`config.mk`:
```
export PLATFORM = sky130hd
export DESIGN_NAME = multichannel_sensor_average_filter_core
export DESIGN_NICKNAME = d
export VERILOG_FILES = /design/src/rtl/core/mcsaf_pkg.sv /design/src/rtl/core/mcsaf_fifo.sv /design/src/rtl/core/mcsaf_front.sv /design/src/rtl/core/mcsaf_div.sv /design/src/rtl/core/mcsaf_back.sv /design/src/rtl/core/multichannel_sensor_average_filter_core.sv
export VERILOG_INCLUDE_DIRS = /design/src /design/src/rtl/core
export SDC_FILE = /design/constraint.sdc
export NUM_CORES = 1
export LEC_CHECK = 0
export ABC_AREA = 1
export BUFFER_PORTS_ARGS = -buffer_cell sky130_fd_sc_hd__buf_2
export CORE_AREA = 2 2 262 264
export DETAILED_ROUTE_END_ITERATION = 8
export DIE_AREA = 0 0 264 266
export HOLD_SLACK_MARGIN = 0.15
export PLACE_DENSITY = 0.59
export RECOVER_POWER = 50
export SYNTH_ARGS = -nofsm -noshare
export SYNTH_HDL_FRONTEND = slang
export SYNTH_SLANG_ARGS = --single-unit
```
`constraint.sdc`:
```
create_clock -name clk -period 4.9 [get_ports clk]
set_input_delay 0.98 -clock clk [delete_from_list [all_inputs] [get_ports clk]]
set_output_delay 0.98 -clock clk [all_outputs]
set_load 0.005 [all_outputs]
```
`src/rtl/core/multichannel_sensor_average_filter_core_assert.svh`:
```
// assertion macros used by the filter back end
`ifndef MULTICHANNEL_SENSOR_AVERAGE_FILTER_CORE_ASSERT_SVH
`define MULTICHANNEL_SENSOR_AVERAGE_FILTER_CORE_ASSERT_SVH

`ifndef NO_ASSERTIONS
// same-cycle implication
`define ASSERT_IMPLIES(label, clk, rst, ante, cons) \
  label: assert property (@(posedge clk) disable iff (rst) (ante) |-> (cons)) \
    else $error("same-cycle implication failed");
// next-cycle implication
`define ASSERT_NEXT(label, clk, rst, ante, cons) \
  label: assert property (@(posedge clk) disable iff (rst) (ante) |=> (cons)) \
    else $error("next-cycle implication failed");
`else
`define ASSERT_IMPLIES(label, clk, rst, ante, cons)
`define ASSERT_NEXT(label, clk, rst, ante, cons)
`endif

`endif

```
`src/rtl/core/mcsaf_pkg.sv`:
```
// types and constants of the multichannel sensor average filter
package mcsaf_pkg;

  localparam int NUM_OFFSETS = 3;
  localparam int QUEUE_DEPTH = 4;
  localparam int OUT_DEPTH   = 2;

  localparam logic signed [15:0] ERR_LIMIT = -16'sd9998;
  localparam logic signed [20:0] SCALE     = 21'sd10;
  localparam logic signed [31:0] SAT_HI    = 32'sd500000;
  localparam logic signed [31:0] SAT_LO    = -32'sd500000;

  typedef enum logic [1:0] {
    REG_ENABLE  = 2'd0,
    REG_OFFSET0 = 2'd1,
    REG_OFFSET1 = 2'd2,
    REG_OFFSET2 = 2'd3
  } cfg_reg_t;

  // classified word handed from front to back
  typedef struct packed {
    logic [1:0]         ch;
    logic               err;
    logic signed [20:0] addend;
  } item_t;

  // result word
  typedef struct packed {
    logic [1:0]         ch;
    logic signed [19:0] value;
    logic               err;
  } result_t;

endpackage

```
`src/rtl/core/mcsaf_fifo.sv`:
```
// small register queue with push/pop handshake
module mcsaf_fifo #(
  parameter int WIDTH = 8,
  parameter int DEPTH = 2
) (
  input  logic             clk,
  input  logic             rst,
  input  logic             push,
  input  logic [WIDTH-1:0] din,
  output logic             full,
  input  logic             pop,
  output logic [WIDTH-1:0] dout,
  output logic             empty
);

  localparam int PW = (DEPTH > 1) ? $clog2(DEPTH) : 1;
  localparam int CW = $clog2(DEPTH + 1);

  logic [WIDTH-1:0] mem [DEPTH];
  logic [PW-1:0]    wr_ptr;
  logic [PW-1:0]    rd_ptr;
  logic [CW-1:0]    count;
  logic             do_push;
  logic             do_pop;

  assign full    = (count == CW'(DEPTH));
  assign empty   = (count == '0);
  assign do_push = push && !full;
  assign do_pop  = pop && !empty;
  assign dout    = mem[rd_ptr];

  always_ff @(posedge clk) begin
    if (do_push) begin
      mem[wr_ptr] <= din;
    end
  end

  always_ff @(posedge clk) begin
    if (rst) begin
      wr_ptr <= '0;
      rd_ptr <= '0;
      count  <= '0;
    end else begin
      if (do_push) begin
        wr_ptr <= (wr_ptr == PW'(DEPTH - 1)) ? '0 : wr_ptr + PW'(1);
      end
      if (do_pop) begin
        rd_ptr <= (rd_ptr == PW'(DEPTH - 1)) ? '0 : rd_ptr + PW'(1);
      end
      if (do_push && !do_pop) begin
        count <= count + CW'(1);
      end else if (do_pop && !do_push) begin
        count <= count - CW'(1);
      end
    end
  end

endmodule

```
`src/rtl/core/mcsaf_front.sv`:
```
// front end: configuration registers, channel filtering, fault detection and scaling
module mcsaf_front
  import mcsaf_pkg::*;
#(
  parameter int CHANNELS = 3
) (
  input  logic                clk,
  input  logic                rst,
  input  logic                cfg_valid,
  output logic                cfg_ready,
  input  logic [1:0]          cfg_index,
  input  logic [17:0]         cfg_data,
  input  logic [1:0]          channel,
  input  logic signed [15:0]  sample,
  input  logic                accept,
  output logic                keep,
  output item_t               item
);

  logic [2:0]         enable_mask;
  logic signed [17:0] offset [NUM_OFFSETS];
  logic               chan_en;
  logic signed [17:0] chan_off;
  logic signed [20:0] scaled;

  assign cfg_ready = 1'b1;

  always_ff @(posedge clk) begin
    if (rst) begin
      enable_mask <= 3'b111;
      for (int i = 0; i < NUM_OFFSETS; i++) begin
        offset[i] <= '0;
      end
    end else if (cfg_valid) begin
      case (cfg_reg_t'(cfg_index))
        REG_ENABLE:  enable_mask <= cfg_data[2:0];
        REG_OFFSET0: offset[0]   <= cfg_data;
        REG_OFFSET1: offset[1]   <= cfg_data;
        REG_OFFSET2: offset[2]   <= cfg_data;
        default:     enable_mask <= enable_mask;
      endcase
    end
  end

  // channels past the offset registers are always enabled with no offset
  always_comb begin
    case (channel)
      2'd0:    begin chan_en = enable_mask[0]; chan_off = offset[0]; end
      2'd1:    begin chan_en = enable_mask[1]; chan_off = offset[1]; end
      2'd2:    begin chan_en = enable_mask[2]; chan_off = offset[2]; end
      default: begin chan_en = 1'b1;           chan_off = '0;        end
    endcase
  end

  assign scaled = {{5{sample[15]}}, sample} * SCALE;

  assign keep        = accept && chan_en && (int'(channel) < CHANNELS);
  assign item.ch     = channel;
  assign item.err    = (sample <= ERR_LIMIT);
  assign item.addend = scaled + {{3{chan_off[17]}}, chan_off};

endmodule

```
`src/rtl/core/mcsaf_div.sv`:
```
// iterative signed-by-unsigned divider, one quotient bit per cycle, truncates toward zero
module mcsaf_div (
  input  logic               clk,
  input  logic               rst,
  input  logic               start,
  input  logic signed [31:0] dividend,
  input  logic [7:0]         divisor,
  output logic               done,
  output logic signed [31:0] quotient
);

  logic        busy;
  logic        neg;
  logic [4:0]  step;
  logic [31:0] q;
  logic [7:0]  rem;
  logic [7:0]  dvs;
  logic [8:0]  rem_sh;
  logic        ge;
  logic [8:0]  rem_sub;

  assign rem_sh  = {rem, q[31]};
  assign ge      = (rem_sh >= {1'b0, dvs});
  assign rem_sub = rem_sh - {1'b0, dvs};

  always_ff @(posedge clk) begin
    if (start) begin
      neg <= dividend[31];
      q   <= dividend[31] ? 32'(-dividend) : 32'(dividend);
      rem <= '0;
      dvs <= divisor;
    end else if (busy) begin
      q   <= {q[30:0], ge};
      rem <= ge ? rem_sub[7:0] : rem_sh[7:0];
    end
  end

  always_ff @(posedge clk) begin
    if (rst) begin
      busy <= 1'b0;
      done <= 1'b0;
      step <= '0;
    end else begin
      done <= 1'b0;
      if (start) begin
        busy <= 1'b1;
        step <= '0;
      end else if (busy) begin
        step <= step + 5'd1;
        if (step == 5'd31) begin
          busy <= 1'b0;
          done <= 1'b1;
        end
      end
    end
  end

  assign quotient = neg ? -$signed(q) : $signed(q);

endmodule

```
`src/rtl/core/mcsaf_back.sv`:
```
// back end: per-channel running state, average computation and result staging
`include "multichannel_sensor_average_filter_core_assert.svh"

module mcsaf_back
  import mcsaf_pkg::*;
#(
  parameter int CHANNELS  = 3,
  parameter int MAX_COUNT = 16
) (
  input  logic    clk,
  input  logic    rst,
  input  logic    q_empty,
  input  item_t   q_item,
  output logic    q_pop,
  input  logic    res_full,
  output logic    res_push,
  output result_t res
);

  localparam int         CH_W    = (CHANNELS > 1) ? $clog2(CHANNELS) : 1;
  localparam logic [7:0] CNT_MAX = 8'(MAX_COUNT);

  typedef enum logic [3:0] {
    S_IDLE = 4'b0001,
    S_CALC = 4'b0010,
    S_DIV  = 4'b0100,
    S_OUT  = 4'b1000
  } state_t;

  state_t state;
  state_t state_next;

  logic [31:0]        acc  [CHANNELS];
  logic [7:0]         cnt  [CHANNELS];
  logic signed [19:0] last [CHANNELS];

  item_t              cur;
  logic [CH_W+1:0]    ch_ext;
  logic [CH_W-1:0]    idx;
  logic               cnt_full;
  logic [7:0]         cnt_next;
  logic [31:0]        sub_val;
  logic [31:0]        acc_next;
  logic               div_start;
  logic               div_done;
  logic signed [31:0] div_q;
  logic signed [19:0] sat;

  assign ch_ext   = {{CH_W{1'b0}}, cur.ch};
  assign idx      = ch_ext[CH_W-1:0];
  assign cnt_full = (cnt[idx] == CNT_MAX);
  assign cnt_next = cnt_full ? cnt[idx] : cnt[idx] + 8'd1;
  assign sub_val  = cnt_full ? {{12{last[idx][19]}}, last[idx]} : 32'd0;
  assign acc_next = acc[idx] + {{11{cur.addend[20]}}, cur.addend} - sub_val;

  assign q_pop     = (state == S_IDLE) && !q_empty;
  assign div_start = (state == S_CALC) && !cur.err;
  assign res_push  = (state == S_OUT) && !res_full;

  always_comb begin
    if (div_q > SAT_HI) begin
      sat = 20'(SAT_HI);
    end else if (div_q < SAT_LO) begin
      sat = 20'(SAT_LO);
    end else begin
      sat = div_q[19:0];
    end
  end

  mcsaf_div u_div (
    .clk      (clk),
    .rst      (rst),
    .start    (div_start),
    .dividend (acc_next),
    .divisor  (cnt_next),
    .done     (div_done),
    .quotient (div_q)
  );

  always_comb begin
    state_next = state;
    unique case (state)
      S_IDLE:  if (!q_empty) state_next = S_CALC;
      S_CALC:  state_next = cur.err ? S_OUT : S_DIV;
      S_DIV:   if (div_done) state_next = S_OUT;
      S_OUT:   if (!res_full) state_next = S_IDLE;
      default: state_next = S_IDLE;
    endcase
  end

  always_ff @(posedge clk) begin
    if (rst) begin
      state <= S_IDLE;
    end else begin
      state <= state_next;
    end
  end

  always_ff @(posedge clk) begin
    if (q_pop) begin
      cur <= q_item;
    end
    if (state == S_CALC) begin
      res.ch    <= cur.ch;
      res.value <= '0;
      res.err   <= cur.err;
    end
    if ((state == S_DIV) && div_done) begin
      res.value <= sat;
    end
  end

  always_ff @(posedge clk) begin
    if (rst) begin
      for (int i = 0; i < CHANNELS; i++) begin
        acc[i]  <= '0;
        cnt[i]  <= '0;
        last[i] <= '0;
      end
    end else if (state == S_CALC) begin
      if (cur.err) begin
        acc[idx]  <= '0;
        cnt[idx]  <= '0;
        last[idx] <= '0;
      end else begin
        acc[idx] <= acc_next;
        cnt[idx] <= cnt_next;
      end
    end else if ((state == S_DIV) && div_done) begin
      last[idx] <= sat;
    end
  end

  `ASSERT_IMPLIES(a_cnt_bound, clk, rst, state == S_CALC, cnt[idx] <= CNT_MAX)
  `ASSERT_NEXT(a_div_to_out, clk, rst, (state == S_DIV) && div_done, state == S_OUT)
  `ASSERT_IMPLIES(a_err_zero, clk, rst, res_push && res.err, res.value == '0)
  `ASSERT_NEXT(a_start_wait, clk, rst, div_start, (state == S_DIV) && !div_done)

endmodule

```
`src/rtl/core/multichannel_sensor_average_filter_core.sv`:
```
// top level of the multichannel sensor running-average filter core
//
// input channel: a queue interface; a word (channel, sample) is taken at a
// rising edge with push high and full low. words of disabled or out-of-range
// channels are dropped at the door and produce no result.
// result channel: a queue interface; while empty is low the oldest result
// (out_channel, filtered_value, fault_flag) is on the ports and leaves on an
// edge with pop high.
// configuration: cfg_valid/cfg_ready write channel, always ready; index 0 is
// the channel enable mask, indexes 1 to 3 the per-channel offsets.
// path: a good sample accepted at an edge passes through pick-up, state
// update, 32 divider steps (one quotient bit each), quotient capture and
// queueing; a fault sample skips the divider. the back end handles one word
// at a time and takes no new word until its result is queued; the front
// queue holds 4 words and the result queue 2, so the sender and the receiver
// stall independently.
// reset: synchronous; queues empty, all channel state zero, mask all ones,
// offsets zero. a stalled receiver fills the result queue, then the back end
// holds its result, then the front queue fills and full rises.
module multichannel_sensor_average_filter_core
  import mcsaf_pkg::*;
#(
  parameter int CHANNELS  = 3,
  parameter int MAX_COUNT = 16
) (
  input  logic               clk,
  input  logic               rst,
  input  logic               push,
  output logic               full,
  input  logic [1:0]         channel,
  input  logic signed [15:0] sample,
  output logic               empty,
  input  logic               pop,
  output logic [1:0]         out_channel,
  output logic signed [19:0] filtered_value,
  output logic               fault_flag,
  input  logic               cfg_valid,
  output logic               cfg_ready,
  input  logic [1:0]         cfg_index,
  input  logic [17:0]        cfg_data
);

  // classified word from the front end
  logic    keep;
  item_t   fr_item;
  // front-to-back queue
  item_t   q_item;
  logic    q_empty;
  logic    q_pop;
  // result queue
  logic    res_push;
  logic    res_full;
  result_t res_in;
  result_t res_out;

  mcsaf_front #(
    .CHANNELS (CHANNELS)
  ) u_front (
    .clk       (clk),
    .rst       (rst),
    .cfg_valid (cfg_valid),
    .cfg_ready (cfg_ready),
    .cfg_index (cfg_index),
    .cfg_data  (cfg_data),
    .channel   (channel),
    .sample    (sample),
    .accept    (push && !full),
    .keep      (keep),
    .item      (fr_item)
  );

  // dropped words never enter the queue
  mcsaf_fifo #(
    .WIDTH ($bits(item_t)),
    .DEPTH (QUEUE_DEPTH)
  ) u_item_q (
    .clk   (clk),
    .rst   (rst),
    .push  (keep),
    .din   (fr_item),
    .full  (full),
    .pop   (q_pop),
    .dout  (q_item),
    .empty (q_empty)
  );

  mcsaf_back #(
    .CHANNELS  (CHANNELS),
    .MAX_COUNT (MAX_COUNT)
  ) u_back (
    .clk      (clk),
    .rst      (rst),
    .q_empty  (q_empty),
    .q_item   (q_item),
    .q_pop    (q_pop),
    .res_full (res_full),
    .res_push (res_push),
    .res      (res_in)
  );

  // output queue parts the back end from the receiver
  mcsaf_fifo #(
    .WIDTH ($bits(result_t)),
    .DEPTH (OUT_DEPTH)
  ) u_res_q (
    .clk   (clk),
    .rst   (rst),
    .push  (res_push),
    .din   (res_in),
    .full  (res_full),
    .pop   (pop),
    .dout  (res_out),
    .empty (empty)
  );

  assign out_channel    = res_out.ch;
  assign filtered_value = res_out.value;
  assign fault_flag     = res_out.err;

endmodule
```
# Word level (Yosys, flattened, before mapping)
# Memory sizes are Yosys's and may differ from the RTL's. A register that Yosys moved wholly into a read port is not among the register bits.
# Cells that the tools add are included.
[word_totals] reg_bits=97 latch_bits=0 mem_bits_rw=376 romBits=0 input_bits=43 out_inout_bits=26 n_memories=6
[memory_table] name="u_back.acc" words=3 width=32 rd=1 rd_ports_with_merged_regs=0 write_ports=3 line_no="mcsaf_back.sv:33" source="logic [31:0] acc [CHANNELS];"
[memory_table] name="u_item_q.mem" words=4 width=24 rd=1 rd_ports_with_merged_regs=1 write_ports=1 line_no="mcsaf_fifo.sv:19" source="logic [WIDTH-1:0] mem [DEPTH];"
[memory_table] name="u_back.last" words=3 width=20 rd=1 rd_ports_with_merged_regs=0 write_ports=3 line_no="mcsaf_back.sv:35" source="logic signed [19:0] last [CHANNELS];"
[memory_table] name="u_front.offset" words=3 width=18 rd=3 rd_ports_with_merged_regs=0 write_ports=3 line_no="mcsaf_front.sv:21" source="logic signed [17:0] offset [NUM_OFFSETS];"
[memory_table] name="u_res_q.mem" words=2 width=23 rd=1 rd_ports_with_merged_regs=1 write_ports=1 line_no="mcsaf_fifo.sv:19"
[memory_table] name="u_back.cnt" words=3 width=8 rd=1 rd_ports_with_merged_regs=0 write_ports=3 line_no="mcsaf_back.sv:34" source="logic [7:0] cnt [CHANNELS];"
[op_classes] n_addsub=16 multipliers=1 n_div=0 magnitude_cmp=5 n_eq_ne=18 shifts=0 muxes=77 n_bitwise=7 n_reduce_logical=39
[op_table] cell="$mux 32" count=7
[op_table] cell="$mux 20" count=5
[op_table] cell="$neg 32->32" count=2
[op_table] cell="$mux 18" count=3
[op_table] cell="$pmux 18 s3" count=1
[op_table] cell="$mux 1" count=41
[op_table] cell="$add 32x32->32" count=1
[op_table] cell="$gt 32x20->1 const B" count=1
[op_table] cell="$lt 32x20->1 const B" count=1
[op_table] cell="$mux 8" count=4
[op_table] cell="$reduce_or 32->1" count=1
[op_table] cell="$sub 32x32->32" count=1
[op_table] cell="$add 21x21->21" count=1
[op_table] cell="$mul 21x3->20 const B" count=1
[op_table] cell="$mux 21" count=1
[op_table] cell="$reduce_or 20->1" count=1
[op_table] cell="$le 16x15->1 const B" count=1
[op_table] cell="$mux 4" count=4
[op_table] cell="$pmux 4 s4" count=1
[op_table] cell="$logic_and 1x1->1" count=15
[op_table] cell="$mux 2" count=7
[op_table] cell="$eq 2x2->1 const B" count=6
[op_table] cell="$ge 9x8->1" count=1
[op_table] cell="$logic_not 1->1" count=9
[op_table] cell="30 further kinds" count=47

# Longest topological paths before layout
[depth] word_depth=10 ltp_mapped=34 mapped_depth_nobuf=33

# Modules after synthesis
# From an unflattened synthesis, not the netlist that was laid out.
[hier_totals] cells_unflattened=3534 area_unflattened_um2=31751.7
[modules_own_cells] mod="mcsaf_back" instances=1 cells_each=1855 area_per_inst_um2=16418.2 seq_area_each_um2=8738.4
[modules_own_cells] mod="mcsaf_front" instances=1 cells_each=604 area_per_inst_um2=4599.4 seq_area_each_um2=1681.6
[modules_own_cells] mod="mcsaf_div" instances=1 cells_each=662 area_per_inst_um2=4578.1 seq_area_each_um2=1531.5
[modules_own_cells] mod="mcsaf_fifo at u_item_q" instances=1 cells_each=303 area_per_inst_um2=4230.3 seq_area_each_um2=3062.9
[modules_own_cells] mod="mcsaf_fifo at u_res_q" instances=1 cells_each=108 area_per_inst_um2=1915.6 seq_area_each_um2=1481.4
[modules_own_cells] mod="multichannel_sensor_average_filter_core" instances=1 cells_each=2 area_per_inst_um2=10.0 seq_area_each_um2=0.0

# Least setup slack after synthesis
# OpenSTA, ideal clock, no wires.
[synth_timing] path_kind="flip-flop to flip-flop" startpoint="reg u_back.idx[0] (netlist name)" endpoint="reg u_back.u_div.q[21], data pin" arrival_ns=4.673 slack_ns=-0.035 stages_incl_launch_ff=27 path_buffers=1 path_cell_list="edfxtp_1 -> inv_1 -> nor2_2 -> buf_6 -> a22o_1 -> a221oi_2 -> ha_1 -> nand2_2 -> nor4_4 -> inv_2 -> a31oi_1 -> fa_1 -> fa_1 -> inv_1 -> nand2_1 -> nand2_1 -> inv_1 -> nor2_1 -> nand3_1 -> nor2_1 -> nand3_1 -> nor2_1 -> nand4_1 -> o21ai_2 -> nand3_1 -> nand3_1 -> o21ai_1"
[synth_between] elab_chain_len=7 word_cells_on_any_way=10 classes_between="3 x add/sub; 1 x eq/ne; 3 x mux; 3 x memory"
[synth_rtl] item="branches (longest 3 deep; another with $mem_v2 3x32)"
[synth_rtl] item="$sub 32x32->32 *" line_no="mcsaf_back.sv:54" source="assign acc_next = acc[idx] + {{11{cur.addend[20]}}, cur.addend} - sub_val;"
[synth_rtl] item="$neg 32->32" line_no="mcsaf_div.sv:29" source="q <= dividend[31] ? 32'(-dividend) : 32'(dividend);"
[synth_rtl] item="$mux 32 *" line_no="mcsaf_div.sv:29"
[synth_rtl] item="$mux 32 *" line_no="mcsaf_div.sv:27" source="if (start) begin"
[synth_rtl] item="end signal, assigned" line_no="mcsaf_div.sv:29"
[synth_rtl] item="end signal, assigned" line_no="mcsaf_div.sv:33" source="q <= {q[30:0], ge};"
[synth_rtl] item="end, declared" line_no="mcsaf_div.sv:15" source="logic [31:0] q;"
# Mark *: on every way between the ends.
# A chain may end at the register's enable or synchronous reset.

# Worst setup path after layout
[layout_timing] startpoint="reg u_back.idx[1] (netlist name)" endpoint="reg u_back.u_div.q[20], data pin"
[layout_between] elab_chain_len=7 word_cells_on_any_way=10 classes_between="3 x add/sub; 1 x eq/ne; 3 x mux; 3 x memory"
[layout_rtl] item="branches (longest 3 deep; another with $mem_v2 3x32)"
[layout_rtl] item="$sub 32x32->32 *" line_no="mcsaf_back.sv:54"
[layout_rtl] item="$neg 32->32" line_no="mcsaf_div.sv:29"
[layout_rtl] item="$mux 32 *" line_no="mcsaf_div.sv:29"
[layout_rtl] item="$mux 32 *" line_no="mcsaf_div.sv:27"
# Marks and branches as above.

==> metrics <==
gr ovfl total 0; Via density 5.24; CP Capture Type register; WP data required 5260 ps; GP Congestion roughly 0.96; # nets final 3844; fin crit period slightly above 5000 ps; failing checks capacitance limit, slew limit, setup timing; Avg WL per Cell 19.3 µm; die width 264 µm; final setup margin -241 ps; CTS Buffer Depth 3; Non-Filler Instances ~4600; CTS tree yes; initial antenna violation count 1; ratio of cells with drive above 1 in the final layout 25.5%; run status complete, but fails checks; Yosys cell types 59; clk sink count 558; Most Used Layer, Global Route met2; Post-Route Setup TNS -5110 ps; commonest non-fill, non-tap cell in the layout nand2_1; first-pass GRT wire length 135 mm; HP Class reg2reg; Post-Syn Nets approximately 3400; Root Driver clkbuf_16; Top FF cell, synth edfxtp_1; Seq cells post-synth 558; critical path class reg2reg; asr flop ratio synth 0%; GR Util met3 2.57%; RSZ-0062 raised after global routing yes; syn avg cell area 9.26 µm²; Final Hold Fails 0; CP Data Arrival Time between 5000 and 6000 ps; CP dominant cell by count nand2_1; fill count 6002; DRC 0; register area share after synthesis 54.5%; count of flip-flops with a built-in enable after synthesis 524; R2R Path End u_back.u_div.q[20]$_DFFE_PP_; R2R depth 27; TritonCTS buffer count 58; Setup Skew 30.9 ps; cts hold-fix bufs 0; worst reg2reg setup slack -240 ps; largest net degree at the start of global routing 53; met2 GRT Util 46.3%; Placed Cells 4438; initial DRC count 1507; mapped cell area 30100 µm²; Critical Path End u_back.u_div.q[20]$_DFFE_PP_; Worst Setup SP u_back.idx[1]$_DFFE_PP_; row cnt 96; Setup crit start kind register; Tot GR Track Use 24.9%; WP buf/inv 6; final worst path period share 105%; Worst path depth 27; Worst-Skew Late Latency 630 ps; largest fanout on the critical path 7; port bufs 67; hpwl dp 65.0 mm; Die Y 266 µm; Slew @ Worst Pin 2680 ps; # IOs 69; H-tree levels 2; vias roughly 24000; ANT nets after route 0; largest delay contributor family on the critical path compound AO/OA/AOI/OAI gates; DRT Pass-1 Iters 5; worst reg2reg path startpoint u_back.idx[1]$_DFFE_PP_; antenna fix cells 0; Yosys Warn Count 0; number of max-cap violations 8; # setup viols final 40; Core Region roughly 68000 µm²; met1 usage 30.5%; drt total wl 88.6 mm; max-slew violations 245; highest clock rate about 200 MHz; Crit-path slowest cell fa_1; Starting Density 44.4%; vias in the first global route ~24000; Post-Syn Instances 3251; pre-CTS setup slack -659 ps; worst stage delay on the critical path around 480 ps; Reg clk slew, reported paths around 60 ps; commonest cells after routing, fill and taps aside nand2_1, edfxtp_1, nor2_1, inv_1, buf_4; area growth from synthesis to layout 26.7%; DIE AREA roughly 70000 µm²; Rel. slew slack -78.8%; Min-Delay Startpoint u_back.res[2]$_DFFE_PP_
[metal layers]
metal | wire [µm] | up-vias
met5 | 11 | -
met4 | 3460 | 2
met3 | 3350 | 160
met2 | 45900 | 547
met1 | 35900 | 11700
li1 | - | 11700
[kinds of logic after synthesis]
logic type / share of synthesized area, %
buffers and inverters: 6.87
adder cells (fa/ha/maj): 6.52
flip-flops: 54.5
multiplexers: 0.860
XOR/XNOR: 2.14
AO/OA/AOI/OAI: 7.66
other: 0.0125
AND/OR/NAND/NOR: 21.4
[worst min-delay path by stage]
stage / to / slack (ps) / depth (start not counted)
global placement: u_res_q.mem[1][8]$_DFFE_PP_ / 430 / 0
detailed placement: u_res_q.mem[1][2]$_DFFE_PP_ / 430 / 0
global route: u_res_q.mem[0][2]$_DFFE_PP_ / 450 / 0
finish: u_res_q.mem[1][2]$_DFFE_PP_ / 440 / 0
CTS: u_res_q.mem[1][2]$_DFFE_PP_ / 440 / 0
floorplan: u_res_q.mem[0][0]$_DFFE_PP_ / 420 / 0
[Yosys cell counts, types with 9 or more instances]
cell type	count	area [µm²]
nand2_1	746	2800
edfxtp_1	524	15700
nor2_1	513	1930
inv_1	422	1580
nand3_1	169	846
o21ai_0	115	576
ha_1	101	1260
a21oi_1	88	440
clkbuf_1	74	278
xor2_1	52	455
o22ai_1	49	307
fa_1	35	701
dfxtp_1	34	681
nand4_1	28	175
nor3_1	25	125
a22oi_1	24	180
mux2_2	23	259
a31oi_1	20	125
nor2_2	16	100
o221ai_1	16	140
o21ai_1	15	75.1
o22a_1	15	131
xnor2_1	15	131
o211ai_1	14	105
nand2_2	10	62.6
nand3b_1	9	67.6
[layout make-up]
class                   instances  area, µm²  area share (%)
clock buffers                  71       1530            4.01
clock inverters                35        526            1.38
well taps                     882       1100            2.89
flip-flops and latches        558      16400            43.0
multi-input cells            2164      13500            35.3
inverters                     432       1660            4.36
repair buffers                451       3450            9.03
[per-stage QoR]
step                hold slack [ps]  utilization [%]  instance area, µm²
finish                          442             56.3               38100
detailed placement              429             49.9               33800
global route                    453             56.3               38100
global placement                428             49.9               33800
floorplan                       421                -               30100
CTS                             443             54.4               36800
[registers in the layout, summed over array words and instances, names as in the netlist, 2 cells and up, named ones only]
register,flops
u_front.offset,54
u_back.state,4
u_back.res,23
u_item_q.rd_ptr,2
u_item_q.wr_ptr,2
u_back.u_div.rem,8
u_res_q.count,2
u_back.u_div.step,5
u_back.cnt,32
u_res_q.mem,46
u_front.enable_mask,3
u_item_q.count,3
u_back.idx,2
u_back.acc,128
u_back.u_div.q,32
u_item_q.mem,96
u_back.cur,22
u_back.last,80
u_back.u_div.dvs,8
[timing repair]
| item | in CTS | in global routing |
|---|---|---|
| setup buffers | 20 | 32 |
| resized for setup | 190 | 327 |
| pin swaps | 20 | 111 |
| endpoints found under the setup margin | 93 | 95 |
| cloned | 3 | 0 |
Power is not shown: default switching activity piles up to over one toggle a cycle in this logic, so the estimate is an artifact.
